## src/hdl/assert_macros.svh

```systemverilog
// Assertion macros for the specular lobe block
`ifndef ASSERT_MACROS_SVH
`define ASSERT_MACROS_SVH

// Check a property while out of reset
`define PSLE_ASSERT(lbl, prop, msg) \
    lbl: assert property (@(posedge aclk) disable iff (!aresetn) prop) else $error(msg);

// Check a property at every edge, reset included
`define PSLE_ASSERT_ALWAYS(lbl, prop, msg) \
    lbl: assert property (@(posedge aclk) prop) else $error(msg);

`endif

```

## src/hdl/psle_pkg.sv

```systemverilog
// Package: constants, types and interpolation tables of the specular lobe block
package psle_pkg;

    localparam int SEGS = 64;
    localparam int FB   = 14;

    localparam int SG_W   = $clog2(SEGS + 1);
    localparam int ND_W   = FB + 6;
    localparam int PR_W   = ND_W + 16;
    localparam int RS_W   = PR_W + 2;
    localparam int R_W    = FB + 10;
    localparam int PD_W   = R_W + 16;
    localparam int DS_W   = PD_W + 2;
    localparam int D_W    = FB + 14;
    localparam int P_W    = $clog2(D_W);
    localparam int LSC_W  = 30 + SG_W;
    localparam int NG_W   = 36;
    localparam int NEG_W  = FB + 6;
    localparam int T_W    = NEG_W + 16;
    localparam int IP_W   = T_W - (FB + 8);
    localparam int U_W    = FB + 9;
    localparam int ESC_W  = U_W + SG_W;
    localparam int CS_W   = 32;
    localparam int Q_W    = 63;

    localparam logic [2:0] REG_RED      = 3'd0;
    localparam logic [2:0] REG_GREEN    = 3'd1;
    localparam logic [2:0] REG_BLUE     = 3'd2;
    localparam logic [2:0] REG_STRENGTH = 3'd3;
    localparam logic [2:0] REG_EXPONENT = 3'd4;

    typedef logic [31:0] tab_t [0:SEGS];

    typedef struct packed {
        logic [2:0][CS_W-1:0] cs;
        logic [15:0]          exponent;
    } psle_cfg_t;

    function automatic longint unsigned log2_mant(input longint unsigned xin);
        longint unsigned x;
        longint unsigned res;
        x   = xin;
        res = 0;
        for (int i = 29; i >= 0; i--) begin
            x = (x * x) >> 30;
            if (x >= (64'd1 << 31)) begin
                x   = x >> 1;
                res = res | (64'd1 << i);
            end
        end
        return res;
    endfunction

    function automatic tab_t build_log();
        tab_t t;
        longint unsigned k;
        for (int i = 0; i < SEGS; i++) begin
            k = longint'(i);
            t[i] = 32'(log2_mant((64'd1 << 30) + (k << 30) / SEGS));
        end
        t[SEGS] = 32'd1 << 30;
        for (int i = 1; i <= SEGS; i++) begin
            if (t[i] < t[i-1]) t[i] = t[i-1];
        end
        return t;
    endfunction

    function automatic tab_t build_exp();
        tab_t t;
        longint unsigned k, target, lo, hi, mid;
        t[0] = 32'd1 << 30;
        for (int i = 1; i < SEGS; i++) begin
            k      = longint'(i);
            target = (k << 30) / SEGS;
            lo     = 64'd1 << 30;
            hi     = 64'd1 << 31;
            for (int it = 0; it < 40; it++) begin
                if (lo < hi) begin
                    mid = lo + ((hi - lo) >> 1);
                    if (log2_mant(mid) >= target) hi = mid;
                    else lo = mid + 1;
                end
            end
            t[i] = 32'(lo);
        end
        t[SEGS] = 32'h8000_0000;
        for (int i = 1; i <= SEGS; i++) begin
            if (t[i] < t[i-1]) t[i] = t[i-1];
        end
        return t;
    endfunction

    localparam tab_t LOG_TAB = build_log();
    localparam tab_t EXP_TAB = build_exp();

endpackage

```

## src/hdl/psle_cfg.sv

```systemverilog
// Configuration registers and colour-times-strength products
module psle_cfg (
    input  logic                 aclk,
    input  logic                 aresetn,
    input  logic                 cfg_we,
    input  logic [2:0]           cfg_index,
    input  logic [15:0]          cfg_wdata,
    output psle_pkg::psle_cfg_t  cfg
);

    logic [15:0] red_reg, green_reg, blue_reg, strength_reg, exponent_reg;
    logic [2:0][psle_pkg::CS_W-1:0] cs_reg, cs_next;

    always_ff @(posedge aclk) begin
        if (!aresetn) begin
            red_reg      <= 16'd4096;
            green_reg    <= 16'd4096;
            blue_reg     <= 16'd4096;
            strength_reg <= 16'd4096;
            exponent_reg <= 16'd2560;
        end else if (cfg_we) begin
            case (cfg_index)
                psle_pkg::REG_RED:      red_reg      <= cfg_wdata;
                psle_pkg::REG_GREEN:    green_reg    <= cfg_wdata;
                psle_pkg::REG_BLUE:     blue_reg     <= cfg_wdata;
                psle_pkg::REG_STRENGTH: strength_reg <= cfg_wdata;
                psle_pkg::REG_EXPONENT: exponent_reg <= cfg_wdata;
                default: ;
            endcase
        end
    end

    always_comb begin
        cs_next[0] = 32'(red_reg) * 32'(strength_reg);
        cs_next[1] = 32'(green_reg) * 32'(strength_reg);
        cs_next[2] = 32'(blue_reg) * 32'(strength_reg);
    end

    always_ff @(posedge aclk) begin
        cs_reg <= cs_next;
    end

    assign cfg.cs       = cs_reg;
    assign cfg.exponent = exponent_reg;

endmodule

```

## config.mk

```make
export PLATFORM = sky130hd
export DESIGN_NAME = psle_cfg
export DESIGN_NICKNAME = d
export VERILOG_FILES = /design/src/hdl/assert_macros.svh /design/src/hdl/psle_pkg.sv /design/src/hdl/psle_cfg.sv
export SDC_FILE = /design/constraint.sdc
export NUM_CORES = 2
export LEC_CHECK = 0
export ABC_AREA = 1
export ABC_CLOCK_PERIOD_IN_PS = 5600
export BUFFER_PORTS_ARGS = -buffer_cell sky130_fd_sc_hd__buf_4
export CAP_MARGIN = 20
export CELL_PAD_IN_SITES_DETAIL_PLACEMENT = 1
export CELL_PAD_IN_SITES_GLOBAL_PLACEMENT = 1
export CORE_MARGIN = 2
export CORE_UTILIZATION = 43
export CTS_CLUSTER_DIAMETER = 40
export DETAILED_ROUTE_END_ITERATION = 12
export PLACE_DENSITY_LB_ADDON = 0.05
export SLEW_MARGIN = 20
export SYNTH_ARGS = -nofsm -noshare
export SYNTH_HDL_FRONTEND = slang
export SYNTH_SLANG_ARGS = --single-unit
```

## constraint.sdc

```tcl
create_clock -name aclk -period 5.6 [get_ports aclk]
set_input_delay 1.12 -clock aclk [delete_from_list [all_inputs] [get_ports aclk]]
set_output_delay 1.12 -clock aclk [all_outputs]
set_load 0.05 [all_outputs]
```

---- Word level (Yosys, flattened, before mapping) ----
Cells that the tools add are included.
word-level totals
  register bits after elaboration ......... 176
  bits of input ports ..................... 22
  output and inout bits ................... 112
  word-level logic and storage cells ...... 21
cells by class
  multipliers ............................. 3
  equality and inequality tests ........... 4
  reductions and logical operators ........ 6
operator list
  cell                                           number
  multiplier 16 x 16 -> 32 bit                   3
  AND reduction 2 bit                            5
  == test 3 x 2 -> 1 bit, second input constant  2
  == test 3 x 1 -> 1 bit, second input constant  1
  == test 3 bit, second input constant           1
  zero test 3 bit                                1

---- Longest topological paths before layout ----
  depth in word-level cells ............... 2
  depth in mapped cells ................... 27
  gate-level depth less buffers ........... 25

---- Least setup slack after synthesis ----
No wires, ideal clock.
  path type ............................... register to register
  from .................................... register strength_reg[7]
  to ...................................... register cs_reg, in the netlist cfg[111]
  library setup time ...................... 0.112 ns
  arrival time ............................ 5.172 ns
  data required time ...................... 5.488 ns
  setup slack ............................. 0.315 ns
  stages on the path, launching flop included .. 23
  path buffers ............................ 2
  clock period less this slack ............ 5.285 ns
  path through ............................ dfxtp_1 > clkbuf_1 > buf_1 > nand2_1 > fa_1 > inv_1 > fa_1 > inv_1 > fa_1 > inv_1 > fa_1 > fa_1 > inv_1 > fa_1 > inv_1 > ha_1 > nand2_1 > nor2_1 > nand3_1 > nand3_1 > nand2_1 > nand3_1 > nand2_1
RTL lines
  item                    RTL line        RTL
  from (decl)             psle_cfg.sv:11  logic [15:0] red_reg, green_reg, blue_reg, strength_reg, exponent_reg;
  from (signal assigned)  psle_cfg.sv:26  psle_pkg::REG_STRENGTH: strength_reg <= cfg_wdata;
  to (signal assigned)    psle_cfg.sv:40  cs_reg <= cs_next;
  to (decl)               psle_cfg.sv:12  logic [2:0][psle_pkg::CS_W-1:0] cs_reg, cs_next;

==> metrics.md <==
| Metric | Value |
|---|---|
| Status | finished clean |
| Worst path cell trace | buf_4 > nand2_1 > fa_1 > fa_1 > fa_1 > inv_1 > fa_1 > fa_1 > inv_1 > fa_1 > inv_1 > ha_1 > nand2_2 > nor2_1 > nand3_1 > nand3b_1 > buf_4 > xor2_1 |
| Die H | 281 um |
| DR WL/cell | 17.5 um |
| Fillers | slightly below 10000 |
| Ys Warns | 0 |
| Final Cycle Share | 0.976 |
| Slowest CP cell | fa_1 |
| Placed inst area | ~36000 um^2 |
| Reg-to-reg critical path startpoint | strength_reg[1] |
| Remaining Overflow, GRT | 0 |
| Top cells by area, synth | fa_1 35%, nand2_1 16%, inv_1 15%, ha_1 12%, dfxtp_1 11% |
| Syn avg cell area | 7.23 um^2 |
| Worst EP arrival | 5.90 ns |
| Routed vias/inst | 4.84 |
| TNS Setup | 0 ns |
| Final WL | just under 100 mm |
| CTS root buf | clkbuf_16 |
| Initial DRC count | between 1000 and 1500 |
| Min-delay src | exponent_reg[3] |
| Number of clock sinks | 176 |
| Number of global-route vias before repair | roughly 30000 |
| Max FO, Critical Path | 9 |
| I/O pin count | 134 |
| Clk Latency, worst-skew pair | 0.51 ns |
| Hold depth | 2 |
| Delay-heaviest family, CP | adder cells |
| R2R setup slack | 0.14 ns |
| FF+latch count, synth | ~180 |
| Post-layout util | 0.484 |
| Num CTS Buffers | 17 |
| Router iterations before antenna repair | 5 |
| Top-area cell type share of the netlist area | 0.354 |
| Yosys top cell by area | fa_1 |
| Gr usage total | 0.263 |
| Clock period minus worst slack | between 5 and 6 ns |
| Reg-to-Reg End | cfg[30] |
| Post-DP HPWL | 81.9 mm |
| Max Cap Violations | 0 |
| CTS tree | built |
| Pin slew with the least headroom to its limit | 1.02 ns |
| Post-route ant nets | 0 |
| Rows | between 100 and 150 |
| Critical path type | reg2reg |
| Seq/Total Area, Yosys | 0.107 |
| Cell area after layout | 36700 um^2 |
| PD cells | 94.8 nW/um^2 |
| R2R depth | 18 |
| Fraction of registers with async set/reset | 0 |
| Syn Inst Count | 4546 |
| Sequential cell area | 3580 um^2 |
| Via count | ~27000 |
| Width of the die | 281 um |
| Placeable Area | 75800 um^2 |
| First-pass GRT wire length | 161 mm |
| Max Clock Freq | 183 MHz |
| Worst Hold Class | reg2reg |
| H-tree depth | 4 |
| Synth Net Count | 5462 |
| Hold Fails Final Rpt | 0 |
| Layout area overhead | 11.5% |
| Ys flop type | dfxtp_1 |
| Max Clock Skew | 0.0184 ns |
| Tot Pwr | between 3 and 4 mW |
| Net count reported at finish | 5579 |
| Slew Limit Fails | 0 |
| Initial antenna violation count | 4 |
| Largest net degree at the start of global routing | 67 |
| Relative max-transition margin | 0.321 |
| Final GP Congestion | 0.847 |
| Post-synth EDFFs | 0 |
| Buffers and inverters on the worst path | 5 |
| CP Launch Type | register |
| Worst Setup End Kind | register |
| Hold EP | exponent_reg[3] |
| DR DRC count | 0 |
| CP peak stage delay | 0.54 ns |
| Max FFs per register | 96 |
| CTS clk-pin slew, worst paths | 0.09 ns |
| Setup crit start | strength_reg[1] |
| Final count of negative-setup-slack endpoints | 0 |
| Port Buffers | 133 |
| CP required | between 6 and 7 ns |
| Die ar. | 78700 um^2 |
| Layout cells sized above 1 | 0.0885 |
| Clock Path Buffers | 2 |
| Leak Pwr | 23.0 nW |
| Worst vdd ir | 0.000188 V |
| Synth unique cells | 32 |
| Starting density of the core | 0.434 |
| Most frequent CP cell | fa_1 |
| Synth Cell Area | 32900 um^2 |
| ANT cells | 0 |
| Multi-input logic area | 23800 um^2 |
routing by layer:
| layer | GRT usage | wire (um) |
|---|---|---|
| met5 | 0 | 13 |
| met2 | 0.457 | 48400 |
| met1 | 0.354 | 45200 |
| met3 | 0.0298 | 3810 |
| met4 | 0.0524 | 1400 |
worst max-delay path by stage:
stage               depth (start not counted)  endpoint  slack [ns]
finish                                     18   cfg[30]        0.14
detailed placement                         18   cfg[32]       -0.11
global placement                           21   cfg[37]        0.05
global route                               18   cfg[30]       -0.04
CTS                                        20  cfg[111]        0.02
floorplan                                  22  cfg[111]        0.32
cell usage in the layout, fill, tap and decap left out, drive strengths merged, types with 45 or more instances in the layout:
cell   Yosys  routed
a21oi     66      66
buf       19     291
dfxtp    176     176
fa       582     582
ha       312     312
inv     1310    1317
nand2   1421    1421
nand3    110     110
nor2     237     237
o21ai     59      59
xor2      45      45
where the power goes:
group          internal (mW)  leakage, nW  switching (mW)
registers               1.30         1.44          0.0475
logic                  0.247         21.2           0.506
clock network          0.661        0.303           0.717
total                   2.21         23.0            1.27
cell type report:
cell class                 instances  share of cell area
tap                              978              0.0334
timing repair buffer             292              0.0686
clock inverter                    14             0.00518
inverter                        1310               0.134
clock buffer                      18              0.0120
multi-input combinational       2866               0.649
sequential                       176              0.0975
synth_stat cells, types with 4 or more instances:
cell and number:
buf_6 4, buf_2 5, a21oi_1 66, o21ai_1 11
inv_1 1302, clkbuf_1 175, xor2_1 45, dfxtp_1 176
xnor2_1 9, nand2_1 1420, nand3_1 107, o21ai_0 48
nand4_1 12, buf_1 7, fa_1 582, nor2_1 233
inv_2 7, ha_1 312
worst register-to-register path: cells and delay by family (launching register included):
family	cells	cell delay [ns]
XOR/XNOR	1	0.17
buffers and inverters	5	0.54
flip-flops	1	0.37
AND/OR/NAND/NOR	5	0.92
adder cells (fa/ha/maj)	7	3.41
logic make-up (layout without fill, tap and decap cells):
family	after synthesis	after routing	synth area share
flip-flops	176	176	0.107
AND/OR/NAND/NOR	1787	1787	0.212
buffers and inverters	1504	1634	0.173
AO/OA/AOI/OAI	131	131	0.0204
XOR/XNOR	54	54	0.0144
adder cells (fa/ha/maj)	894	894	0.473
metrics by stage:
step	std cells	setup slack, ns	hold WS [ns]
after global routing	5654	-0.0392	0.519
after detailed placement	5619	-0.106	0.473
after floorplan	4546	0.315	0.579
after CTS	5651	0.0226	0.493
final	5654	0.137	0.486
after global placement	5619	0.0546	0.467
timing repair:
item | CTS | global route
resized for setup | 4 | 66
hold buffers | 0 | 0
gates cloned | 0 | 1
buffers inserted | 0 | 2
endpoints found under the setup margin | 6 | 50
Note: power is estimated with default switching activity, not from simulation.
